**src/rtl/dense_matrix_multiply_assert.svh**
```systemverilog
// assertion macros for dense_matrix_multiply
`ifndef DENSE_MATRIX_MULTIPLY_ASSERT_SVH
`define DENSE_MATRIX_MULTIPLY_ASSERT_SVH

// property that holds on every clock edge outside reset
`define DMM_ASSERT(label, expr) \
  label: assert property (@(posedge clk_i) disable iff (!rst_ni) (expr)) \
    else $error("dmm check failed");

// implication checked in the next cycle
`define DMM_ASSERT_NEXT(label, pre, post) \
  label: assert property (@(posedge clk_i) disable iff (!rst_ni) (pre) |=> (post)) \
    else $error("dmm check failed");

`endif

```
**src/rtl/dmm_pkg.sv**
```systemverilog
// ---------------------------------------------------------------------------
// dmm_pkg
// types, codes and constants shared by the matrix multiply block
// ---------------------------------------------------------------------------
`timescale 1ns / 1ps
`default_nettype none
package dmm_pkg;

  localparam int unsigned MaxDim   = 8;
  localparam int unsigned ElemBits = 16;
  localparam int unsigned AccBits  = 48;
  localparam int unsigned IdxBits  = $clog2(MaxDim);
  localparam int unsigned AddrBits = 2 * IdxBits;
  localparam int unsigned DimBits  = 4;
  localparam int unsigned CmdDepth = 2;

  typedef enum logic [1:0] {
    FUNC_LOAD_A  = 2'd0,
    FUNC_LOAD_B  = 2'd1,
    FUNC_COMPUTE = 2'd2,
    FUNC_CLEAR   = 2'd3
  } func_e;

  typedef enum logic [1:0] {
    REG_ROWS_A     = 2'd0,
    REG_INNER_DIM  = 2'd1,
    REG_COLS_B     = 2'd2,
    REG_ACCUMULATE = 2'd3
  } reg_e;

  typedef struct packed {
    logic [1:0]                 func;
    logic [2:0]                 row_index;
    logic [2:0]                 col_index;
    logic signed [ElemBits-1:0] elem_value;
  } in_item_t;

  typedef struct packed {
    logic [2:0]                out_row;
    logic [2:0]                out_col;
    logic signed [AccBits-1:0] product_value;
    logic                      last;
  } out_item_t;

  // command passed from front to back
  typedef struct packed {
    logic                clear;
    logic [IdxBits-1:0]  nr_m1;
    logic [IdxBits-1:0]  nk_m1;
    logic [IdxBits-1:0]  nc_m1;
    logic                accumulate;
  } cmd_t;

  function automatic logic [IdxBits-1:0] clamp_dim(input logic [DimBits-1:0] v);
    logic [IdxBits-1:0] r;
    if (v == '0) begin
      r = '0;
    end else if (v >= DimBits'(MaxDim)) begin
      r = IdxBits'(MaxDim - 1);
    end else begin
      r = IdxBits'(v - DimBits'(1));
    end
    return r;
  endfunction

endpackage
`default_nettype wire

```
**src/rtl/dmm_front.sv**
```systemverilog
// ---------------------------------------------------------------------------
// dmm_front
// accepts items, writes operand stores, queues compute and clear commands
// ---------------------------------------------------------------------------
`timescale 1ns / 1ps
`default_nettype none
module dmm_front import dmm_pkg::*; (
  input  wire logic                clk_i,
  input  wire logic                rst_ni,
  input  wire logic                push,
  output logic                     full,
  input  wire in_item_t            in_item_i,
  input  wire logic [DimBits-1:0]  rows_a_i,
  input  wire logic [DimBits-1:0]  inner_dim_i,
  input  wire logic [DimBits-1:0]  cols_b_i,
  input  wire logic                accumulate_i,
  input  wire logic                busy_i,
  output logic                     a_we_o,
  output logic                     b_we_o,
  output logic [AddrBits-1:0]      ld_addr_o,
  output logic signed [ElemBits-1:0] ld_data_o,
  output logic                     cmd_valid_o,
  output cmd_t                     cmd_o,
  input  wire logic                cmd_ready_i
);

  cmd_t cmd_mem_q [CmdDepth];
  logic [$clog2(CmdDepth)-1:0] wr_ptr_q, rd_ptr_q;
  logic [$clog2(CmdDepth):0]   cnt_q;
  logic acc, is_cmd, cmd_push, cmd_pop;
  cmd_t new_cmd;

  // a load item waits until every earlier command has finished with the stores
  assign full    = (cnt_q == ($clog2(CmdDepth)+1)'(CmdDepth)) ||
                   (!is_cmd && (cnt_q != '0 || busy_i));
  assign acc     = push && !full;
  assign is_cmd  = in_item_i.func == FUNC_COMPUTE || in_item_i.func == FUNC_CLEAR;
  assign cmd_push = acc && is_cmd;
  assign cmd_pop  = cmd_valid_o && cmd_ready_i;

  assign a_we_o    = acc && in_item_i.func == FUNC_LOAD_A;
  assign b_we_o    = acc && in_item_i.func == FUNC_LOAD_B;
  assign ld_addr_o = {in_item_i.row_index, in_item_i.col_index};
  assign ld_data_o = in_item_i.elem_value;

  always_comb begin
    new_cmd.clear      = in_item_i.func == FUNC_CLEAR;
    new_cmd.nr_m1      = clamp_dim(rows_a_i);
    new_cmd.nk_m1      = clamp_dim(inner_dim_i);
    new_cmd.nc_m1      = clamp_dim(cols_b_i);
    new_cmd.accumulate = accumulate_i;
  end

  assign cmd_valid_o = cnt_q != '0;
  assign cmd_o       = cmd_mem_q[rd_ptr_q];

  always_ff @(posedge clk_i) begin
    if (cmd_push) begin
      cmd_mem_q[wr_ptr_q] <= new_cmd;
    end
  end

  always_ff @(posedge clk_i or negedge rst_ni) begin
    if (!rst_ni) begin
      wr_ptr_q <= '0;
      rd_ptr_q <= '0;
      cnt_q    <= '0;
    end else begin
      if (cmd_push) wr_ptr_q <= wr_ptr_q + 1'b1;
      if (cmd_pop)  rd_ptr_q <= rd_ptr_q + 1'b1;
      cnt_q <= cnt_q + ($clog2(CmdDepth)+1)'(cmd_push) - ($clog2(CmdDepth)+1)'(cmd_pop);
    end
  end

endmodule
`default_nettype wire

```
**config.mk**
```make
export PLATFORM = sky130hd
export DESIGN_NAME = dmm_front
export DESIGN_NICKNAME = d
export VERILOG_FILES = /design/src/rtl/dense_matrix_multiply_assert.svh /design/src/rtl/dmm_pkg.sv /design/src/rtl/dmm_front.sv
export SDC_FILE = /design/constraint.sdc
export NUM_CORES = 1
export LEC_CHECK = 0
export ABC_CLOCK_PERIOD_IN_PS = 1630
export BUFFER_PORTS_ARGS = -buffer_cell sky130_fd_sc_hd__buf_2
export CAP_MARGIN = 40
export CORE_MARGIN = 2
export CORE_UTILIZATION = 39
export CTS_CLUSTER_DIAMETER = 50
export DETAILED_ROUTE_END_ITERATION = 16
export PLACE_DENSITY_LB_ADDON = 0.08
export SLEW_MARGIN = 15
export SYNTH_ARGS = -nofsm -noshare
export SYNTH_HDL_FRONTEND = slang
export SYNTH_SLANG_ARGS = --single-unit
```
**constraint.sdc**
```tcl
create_clock -name clk_i -period 1.63 [get_ports clk_i]
set_clock_uncertainty 0.15 [all_clocks]
set_input_delay 0.2445 -clock clk_i [delete_from_list [all_inputs] [get_ports clk_i]]
set_output_delay 0.2445 -clock clk_i [all_outputs]
set_load 0.02 [all_outputs]
```
==> reports/results.tsv, run 1 <==
stage	metric	value	unit
clock_tree	numCtsBuffers	3	
placed_design	io_buffers	34	
clock_tree	cts_tree	done	
die	die_y	62.8	microns
worst_setup_path	arrival	1.74	ns
pwr	power	2.69	mW
worst_setup_path	crit_slowest_cell	dfrtp_1	
final_layout	drive_gt1_frac	0.544	
die	io_pins	79	
clock_tree	cts_sinks	26	
worst_setup_path	endpoint_kind	primary output	
timing	period_minus_slack	2.13	ns
logic_synthesis	yosys.area.top_type	edfxtp_1	
grt	grt-ovfl-total	0	
clock_tree	clk_pin_slew	0.14	ns
drt	drtIter0Drc	9	
die	start_util	0.405	
worst_setup_path	critPathMaxStageDelay	0.42	ns
logic_synthesis	yosys_register_bits	26	
die	rows	21	
worst_setup_path	path_class	flop to primary output	
pwr	p_per_area	1500	nW/um^2
timing	rsz0062_at_grt	yes	
clock_tree	cts_root_buf	clkbuf_4	
final_layout	diodes	0	
timing	finalWorstSetupSlack	-0.501	ns
pwr	p_sw	0.810	mW
logic_synthesis	synthTopCellsByArea	edfxtp_1, buf_4, mux2_2	
placed_design	placed_cells	170	
timing	tightest_slew	0.202	ns
drt	drc	0	
worst_setup_path	worstPathCellList	or2_4, or3b_4, nor3b_4, buf_6	
timing	clock.fmax	469	MHz
final_layout	fin_area	1800	sq um
grt	grt_usage	0.135	
final_layout	final_common_cell	edfxtp_1	
drt	drt_pass1_iterations	4	
logic_synthesis	yosysSeqAreaShare	0.563	
timing	setup_viol	39	
final_layout	synthToLayoutAreaGrowth	33.0	%
timing	timing.hold.ws	0.0773	ns
die	coreArea	3340	sq um
pwr	p_comb_frac	0.495	
final_layout	fin_util	0.538	
logic_synthesis	synth_nets	151	
logic_synthesis	syn_area	1350	sq um
drt	vias	827	
drt	vias_per_cell	4.54	
clock_tree	cts_max_path_buffers	2	
clock_tree	htreeDepth	1	
die	dieWidth	62.8	microns
grt	antenna_found_initial	0	
outcome	outcome	finished, violations left	
timing	relSlewSlack	0.865	
placed_design	post-place-ws	-0.178	ns
timing	tns	-3.33	ns
pwr	leakagePower	0.796	nW
pwr	power.clock.fraction	0.162	
outcome	violations	setup timing	
grt	grt_pass1_vias	882	
timing	hold_viol_final	0	
worst_setup_path	cp-start-kind	flop	
drt	ant_nets	0	
placed_design	gp_congestion	0.681	
pwr	ir_drop	0.734	mV
drt	drt-total-wl	2.45	mm
logic_synthesis	yosys_warnings	0	
pwr	seq_power_share	0.343	
final_layout	final_nets	184	
timing	min_period_over_period	1.31	
drt	post_drt_wl_per_cell	13.5	microns
flow_run	maxCapViolCount	0	
die	die-area	3950	sq um
clock_tree	clk_latency	0.31	ns
placed_design	hpwl	1.80	mm
worst_setup_path	crit_path_max_fanout	2	
logic_synthesis	synth.avg_cell_area	13.0	sq um
logic_synthesis	yosysUniqueCellTypes	21	
final_layout	fin_cells	182	
worst_setup_path	crit_required	1.24	ns
worst_hold_path	hold_class	input port to flop	
timing	drv_slew	0	
grt	grt_pass1_wl	4.03	mm
logic_synthesis	synthCells	104	
grt	grt_start_max_net_pins	16	
logic_synthesis	synthDominantCellAreaShare	0.489	
pwr	p_int	1.88	mW
final_layout	most-common-layout-cells	edfxtp_1, buf_2, buf_6	
pwr	power.share.switching	0.300	
placed_design	place_area	1530	sq um
## final timing paths
path,start,end,slack (ns),cells past startpoint
max reg2reg,cnt_q[0],cnt_q[1],-0.26,8
max in group asynchronous,rst_ni,rd_ptr_q,1.12,2
min,rows_a_i[3],cmd_mem_q[1][9],0.08,2
min in group asynchronous,rst_ni,cnt_q[1],0.09,2
min reg2reg,wr_ptr_q,wr_ptr_q,0.35,1
max,cnt_q[0],b_we_o,-0.50,4
## synthesized netlist by cell type
| cell | count |
|---|---|
| inv_1 | 11 |
| nor3_1 | 1 |
| edfxtp_1 | 22 |
| buf_2 | 1 |
| or2_4 | 1 |
| ha_1 | 5 |
| nor2_1 | 6 |
| xnor2_1 | 3 |
| mux2_2 | 11 |
| and2_2 | 1 |
| xor2_1 | 1 |
| o21bai_1 | 6 |
| nand3_1 | 1 |
| or2b_1 | 1 |
| nor3b_2 | 1 |
| or3b_1 | 1 |
| and2_1 | 1 |
| o21ai_0 | 1 |
| buf_4 | 22 |
| a21o_1 | 3 |
| dfrtp_1 | 4 |
## state kept, by name, summed over array words and instances (netlist names)
register   flops
cmd_mem_q     22
wr_ptr_q       1
cnt_q          2
rd_ptr_q       1
## metal layers
metal / routed length (microns) / vias up / GRT usage
li1: - / 395 / -
met1: 873 / 386 / 0.138
met2: 1290 / 32 / 0.237
met3: 205 / 14 / 0.0396
met4: 80 / 0 / 0.0917
met5: 0 / - / 0
## cells by family (layout without fill, tap and decap cells)
family / after synthesis / count (layout) / share of synthesized area
buffers and inverters: 34 / 66 / 0.157
DFF: 26 / 26 / 0.563
and+or+nand+nor: 14 / 14 / 0.0621
muxes: 11 / 11 / 0.0918
AOI/OAI and AO/OA: 10 / 10 / 0.0537
adders and majority gates: 5 / 5 / 0.0463
xor gates and xnor gates: 4 / 4 / 0.0260
## area by class of cell
type / instances / area, sq um
clock buffers: 3 / 22.5
clock inverters: 1 / 30.0
fillers: 322 / 1540
inverters: 11 / 41.3
multi-input cells: 44 / 469
flip-flops and latches: 26 / 762
well taps: 46 / 57.6
repair buffers: 51 / 413
## timing repair
action,4_1_cts,5_1_grt
pin swaps,3,1
endpoints found under the hold margin,6,0
hold buffers,2,0
buffers inserted,7,3
gates cloned,1,0
gates resized for setup,15,31
endpoints found under the setup margin,37,39
## critical path: cells and delay by family (launching register included)
| family | cells | cell delay [ns] |
|---|---|---|
| and+or+nand+nor | 3 | 0.86 |
| buffers and inverters | 1 | 0.14 |
| DFF | 1 | 0.42 |
## power by group through the flow
stage                     logic [mW]  registers [mW]  clock network, mW
final                           1.33           0.923              0.437
after global routing            1.43           0.938              0.486
after CTS                       1.26           0.917              0.453
after detailed placement       0.935           0.936                  0
after global placement         0.922           0.931                  0
after floorplan                0.692           0.915                  0
Power figures use the tool's default switching activity.
==> inputs of run 2 (changes only) <==
==> constraint.sdc (replaced) <==
create_clock -name clk_i -period 1.63 [get_ports clk_i]
set_clock_uncertainty 0.15 [all_clocks]
set_input_delay 0.2445 -clock clk_i [delete_from_list [all_inputs] [get_ports clk_i]]
set_output_delay 0.2445 -clock clk_i [all_outputs]
set_load 0.1 [all_outputs]
==> run 2 against run 1 <==
  * The run still ends with setup timing left
  * Worst setup slack lost 0.076 ns
  * Worst hold slack lost 0.019 ns
  * Total power grew 38%
  * Critical path type unchanged
  * Combinational power grew 79%
  * Global-route usage shrank 0.14 points
  * Final cell count shrank 0.55%
  * Non-clock buffer count shrank 1
  * Sequential share of layout area shrank 3.6 points
==> reports/results.tsv, run 2 (synthesis gave the netlist of run 1 again) <==
stage	metric	value	unit
outcome	outcome	finished, violations left	
outcome	violations	setup timing	
final_layout	reg_top3	cmd_mem_q (22), cnt_q (2)	
drt	drtIter0Drc	12	
final_layout	fin_cells	181	
pwr	p_sw	1.63	mW
die	dieWidth	62.8	microns
placed_design	hpwl	1.84	mm
pwr	ir_drop	1.23	mV
timing	drv_slew	0	
final_layout	synthToLayoutAreaGrowth	44.9	%
drt	post_drt_wl_per_cell	13.2	microns
timing	finalWorstSetupSlack	-0.577	ns
worst_setup_path	crit_required	1.24	ns
die	coreArea	3340	sq um
clock_tree	numCtsBuffers	3	
timing	hold_viol_final	0	
pwr	p_int	2.10	mW
drt	wl_met3	194	microns
timing	min_period_over_period	1.35	
drt	drc	0	
worst_setup_path	crit_slowest_cell	dfrtp_1	
drt	drt_pass1_iterations	2	
drt	ant_nets	0	
clock_tree	cts_sinks	26	
clock_tree	clk_pin_slew	0.14	ns
pwr	seq_power_share	0.245	
pwr	leakagePower	0.846	nW
clock_tree	htreeDepth	1	
pwr	power	3.73	mW
pwr	p_comb_frac	0.637	
placed_design	io_buffers	34	
die	die-area	3950	sq um
placed_design	gp_congestion	0.716	
final_layout	fin_util	0.586	
placed_design	placed_cells	173	
grt	grt-ovfl-total	0	
worst_setup_path	ff2ff_path_depth	7	
drt	routed-wl-met2	1.24	mm
pwr	p_per_area	1900	nW/um^2
grt	grt_usage	0.134	
pwr	power.share.switching	0.437	
worst_setup_path	critPathMaxStageDelay	0.42	ns
placed_design	place_area	1740	sq um
worst_setup_path	path_class	flop to primary output	
die	start_util	0.405	
clock_tree	cts_max_path_buffers	2	
drt	vias_per_cell	4.73	
die	rows	21	
grt	grt_pass1_wl	4.08	mm
timing	clock.fmax	453	MHz
die	io_pins	79	
worst_setup_path	cp-start-kind	flop	
final_layout	final_nets	183	
grt	grt_start_max_net_pins	16	
timing	tightest_slew	0.487	ns
timing	timing.hold.ws	0.0578	ns
drt	routed.top_layer	met4	
worst_setup_path	crit_end	b_we_o	
final_layout	diodes	0	
final_layout	final_common_cell	edfxtp_1	
grt	antenna_found_initial	0	
final_layout	largest_reg_flops	22	
final_layout	largest_register	cmd_mem_q	
worst_setup_path	rr_startpoint	cnt_q[1]	
worst_setup_path	worstPathCellList	or2_4, or3b_4, nor3b_4, buf_12	
clock_tree	cts_root_buf	clkbuf_4	
drt	met1_length	828	microns
grt	grt_pass1_vias	926	
clock_tree	clk_latency	0.32	ns
timing	relSlewSlack	0.677	
die	die_y	62.8	microns
timing	rsz0062_at_grt	yes	
pwr	power.clock.fraction	0.118	
clock_tree	cts_tree	done	
worst_setup_path	r2r_slack	-0.20	ns
final_layout	drive_gt1_frac	0.563	
worst_setup_path	crit_path_max_fanout	3	
worst_setup_path	arrival	1.81	ns
worst_setup_path	crit_start	cnt_q[1]	
final_layout	fin_area	1960	sq um
timing	period_minus_slack	2.21	ns
worst_setup_path	r2r_end	cnt_q[1]	
drt	drt-total-wl	2.39	mm
worst_setup_path	endpoint_kind	primary output	
drt	vias	856	
final_layout	most-common-layout-cells	edfxtp_1, buf_2, buf_12	
flow_run	maxCapViolCount	0	
worst_hold_path	hold_class	input port to flop	
timing	setup_viol	39	
run 2: cell count changes in the layout (fill, tap and decap cells not counted), sizes merged:
cell and change:
buf -1
run 2: worst min-delay path by stage:
stage	startpoint	end	slack (ns)	cells past startpoint
2_1_floorplan	rst_ni	cnt_q[0]	-0.20	0
3_3_place_gp	rst_ni	cnt_q[1]	-0.1	1
3_5_place_dp	rst_ni	cnt_q[1]	-0.09	1
4_1_cts	rows_a_i[3]	cmd_mem_q[0][9]	0.05	2
5_1_grt	inner_dim_i[3]	cmd_mem_q[0][6]	0.07	2
6_report	rows_a_i[3]	cmd_mem_q[0][9]	0.06	2
run 2: power by group through the flow:
stage	clock network [mW]	logic (mW)	registers, mW
2_1_floorplan	0	1.59	0.916
3_3_place_gp	0	2.10	0.909
3_5_place_dp	0	2.11	0.914
4_1_cts	0.455	2.29	0.911
5_1_grt	0.469	2.48	0.927
6_report	0.439	2.38	0.912
run 2: metal layers:
layer	GRT usage	vias to the layer above
met2	0.235	39
met3	0.0342	14
li1	-	396
met5	0	-
met4	0.108	0
met1	0.132	407
run 2: per-stage QoR:
stage,setup WS (ns),TNS [ns]
final,-0.577,-3.79
after floorplan,-0.820,-2.12
after detailed placement,-0.223,-1.26
after global routing,-0.642,-5.78
after CTS,-0.606,-4.36
after global placement,-0.201,-0.884
run 2: layout make-up:
class | instances | area, sq um
fill | 298 | 1380
sequential | 26 | 761
timing repair buffer | 50 | 539
multi-input combinational | 44 | 503
tap | 46 | 57.6
inverter | 11 | 43.8
clock inverter | 1 | 30.0
clock buffer | 3 | 22.5
run 2: what timing repair did:
| action | CTS | global route |
|---|---|---|
| setup endpoints to repair | 39 | 39 |
| pin swaps | 1 | 7 |
| gates resized for setup | 22 | 9 |
| setup buffers | 2 | 3 |
| hold buffers | 2 | 0 |
| hold endpoints to repair | 6 | 0 |
run 2: critical path: cells and delay by family, from the launching register on:
| kind | cells | cell delay (ns) |
|---|---|---|
| simple gates | 3 | 0.87 |
| flops | 1 | 0.42 |
| buf+inv | 1 | 0.20 |
==> inputs of run 3 (changes only) <==
--- a/config.mk
+++ b/config.mk
@@ -8,6 +8,7 @@
 export ABC_CLOCK_PERIOD_IN_PS = 1630
 export BUFFER_PORTS_ARGS = -buffer_cell sky130_fd_sc_hd__buf_2
 export CAP_MARGIN = 40
+export CORE_ASPECT_RATIO = 0.7
 export CORE_MARGIN = 2
 export CORE_UTILIZATION = 39
 export CTS_CLUSTER_DIAMETER = 50
==> run 3 against run 2 <==
  * Utilization up 2.7 points
  * Final area up 1.3%
  * Critical path type unchanged
  * The run still ends with setup timing left
  * Combinational power grew 5%
==> reports/results.tsv, run 3 (synthesis gave the netlist of run 1 again) <==
stage	metric	value	unit
die	dieWidth	74.3	microns
worst_hold_path	hold_depth	1	
final_layout	fin_util	0.613	
drt	vias_per_cell	4.54	
clock_tree	clk_pin_slew	0.08	ns
grt	grt_pass1_vias	916	
final_layout	largest_register	cmd_mem_q	
outcome	violations	setup timing	
final_layout	diodes	0	
grt	antenna_found_initial	0	
worst_setup_path	crit_required	1.24	ns
die	die-area	3960	sq um
grt	grt_start_max_net_pins	15	
outcome	outcome	finished, violations left	
timing	rsz0062_at_grt	yes	
pwr	p_sw	1.66	mW
worst_setup_path	crit_slowest_cell	or3b_4	
worst_setup_path	worst-path-stages	4	
pwr	ir_drop	1.06	mV
drt	ant_nets	0	
clock_tree	cts_tree	done	
placed_design	io_buffers	34	
final_layout	multi_input_area	507	sq um
final_layout	reg_top3	cmd_mem_q (22), cnt_q (2)	
timing	clock.fmax	462	MHz
placed_design	post-place-ws	-0.279	ns
final_layout	final_common_cell	edfxtp_1	
worst_hold_path	holdPathEnd	cmd_mem_q[1][0]	
worst_hold_path	min-delay-start	accumulate_i	
worst_setup_path	cpLargestDelayFamily	simple AND/OR/NAND/NOR gates	
worst_setup_path	path_class	flop to primary output	
pwr	power.share.switching	0.438	
final_layout	regArea	761	sq um
die	die_y	53.2	microns
worst_setup_path	endpoint_kind	primary output	
final_layout	most-common-layout-cells	edfxtp_1, buf_2, buf_12	
clock_tree	htreeDepth	1	
worst_setup_path	critPathMaxStageDelay	0.41	ns
pwr	p_per_area	1910	nW/um^2
timing	setup_viol	40	
worst_setup_path	crit_path_max_fanout	3	
clock_tree	cts_root_buf	clkbuf_8	
worst_setup_path	arrival	1.77	ns
clock_tree	numCtsBuffers	3	
die	rows	17	
grt	grt_usage	0.149	
drt	vias	831	
clock_tree	clk_latency	0.26	ns
worst_setup_path	r2r_end	cnt_q[1]	
clock_tree	cts_sinks	26	
final_layout	final_nets	184	
drt	drt_pass1_iterations	4	
timing	drv_slew	0	
placed_design	gp_congestion	0.810	
timing	relSlewSlack	0.863	
grt	grt-ovfl-total	0	
worst_setup_path	ff2ff_path_depth	10	
worst_setup_path	worstPathCellList	or2_4, or3b_4, nor3b_4, buf_12	
pwr	seq_power_share	0.243	
final_layout	fillers	248	
placed_design	hpwl	1.84	mm
timing	min_period_over_period	1.33	
timing	tns	-4.60	ns
final_layout	synthToLayoutAreaGrowth	46.8	%
worst_setup_path	cp-start-kind	flop	
drt	post_drt_wl_per_cell	13.8	microns
worst_setup_path	rr_startpoint	cnt_q[0]	
timing	hold_viol_final	0	
grt	grt_pass1_wl	4.31	mm
die	coreArea	3230	sq um
clock_tree	cts_max_path_buffers	2	
pwr	leakagePower	0.854	nW
worst_setup_path	path_buf_inv	1	
pwr	p_int	2.12	mW
flow_run	maxCapViolCount	0	
drt	drc	0	
worst_hold_path	hold_class	input port to flop	
die	start_util	0.418	
drt	drt-total-wl	2.53	mm
final_layout	drive_gt1_frac	0.566	
worst_setup_path	r2r_slack	-0.47	ns
pwr	power.clock.fraction	0.094	
drt	drtIter0Drc	40	
timing	period_minus_slack	2.16	ns
pwr	p_comb_frac	0.663	
final_layout	largest_reg_flops	22	
die	io_pins	79	
timing	tightest_slew	0.205	ns
timing	finalWorstSetupSlack	-0.533	ns
[run 3: changes by cell type in the layout (fill, tap and decap cells not counted), sizes merged]
cell         before  now
dlygate4sd3       2    1
clkbuf            3    4
bufinv            1    0
buf              48   50
[run 3: cell type report]
cell class	instances	share of cell area
clock buffer	4	0.0227
inverter	11	0.0208
multi-input combinational	44	0.256
sequential	26	0.384
tap	47	0.0297
timing repair buffer	51	0.287
[run 3: through the flow]
step | total power, mW | hold WS, ns | instances | cell area, sq um
floorplan | 2.51 | -0.201 | 104 | 1380
global placement | 2.99 | -0.0947 | 171 | 1720
detailed placement | 3.01 | -0.0936 | 171 | 1720
CTS | 3.72 | 0.0120 | 182 | 1950
global route | 3.95 | 0.0109 | 183 | 1980
finish | 3.78 | 0.0169 | 183 | 1980
[run 3: power groups by stage]
stage	sequential [mW]	combinational (mW)	clock, mW
floorplan	0.916	1.59	0
global placement	0.915	2.08	0
detailed placement	0.921	2.09	0
CTS	0.918	2.43	0.373
global route	0.932	2.61	0.409
finish	0.918	2.51	0.357
[run 3: repair_timing]
| item | CTS | global route |
|---|---|---|
| hold endpoints to repair | 4 | 0 |
| endpoints found under the setup margin | 38 | 40 |
| resized for setup | 25 | 7 |
| pin swaps | 5 | 4 |
| hold buffers | 1 | 0 |
| buffers inserted | 6 | 2 |
[run 3: layer usage]
metal | part of all wire | GRT usage | wire, microns | up-vias
met3 | 0.083 | 0.0571 | 210 | 24
met5 | 0 | 0 | 0 | -
met2 | 0.47 | 0.234 | 1190 | 25
li1 | - | - | - | 397
met1 | 0.40 | 0.180 | 1020 | 385
met4 | 0.044 | 0.0774 | 111 | 0
[run 3: worst max path at each step]
stage                        start               to
after floorplan           cnt_q[0]           b_we_o
after global placement    cnt_q[1]  cmd_mem_q[0][8]
after detailed placement  cnt_q[1]  cmd_mem_q[1][6]
after CTS                 cnt_q[0]           b_we_o
after global routing      cnt_q[0]           b_we_o
final                     cnt_q[0]           b_we_o
[run 3: worst reg2reg max path: stages (launching register included)]
cell and delay, ns:
dfrtp_1 0.40, or2_4 0.26, buf_4 0.13, buf_6 0.10, buf_6 0.11, and2_4 0.14, ha_4 0.25, inv_2 0.04
ha_4 0.15, xnor2_2 0.12, xnor2_1 0.13
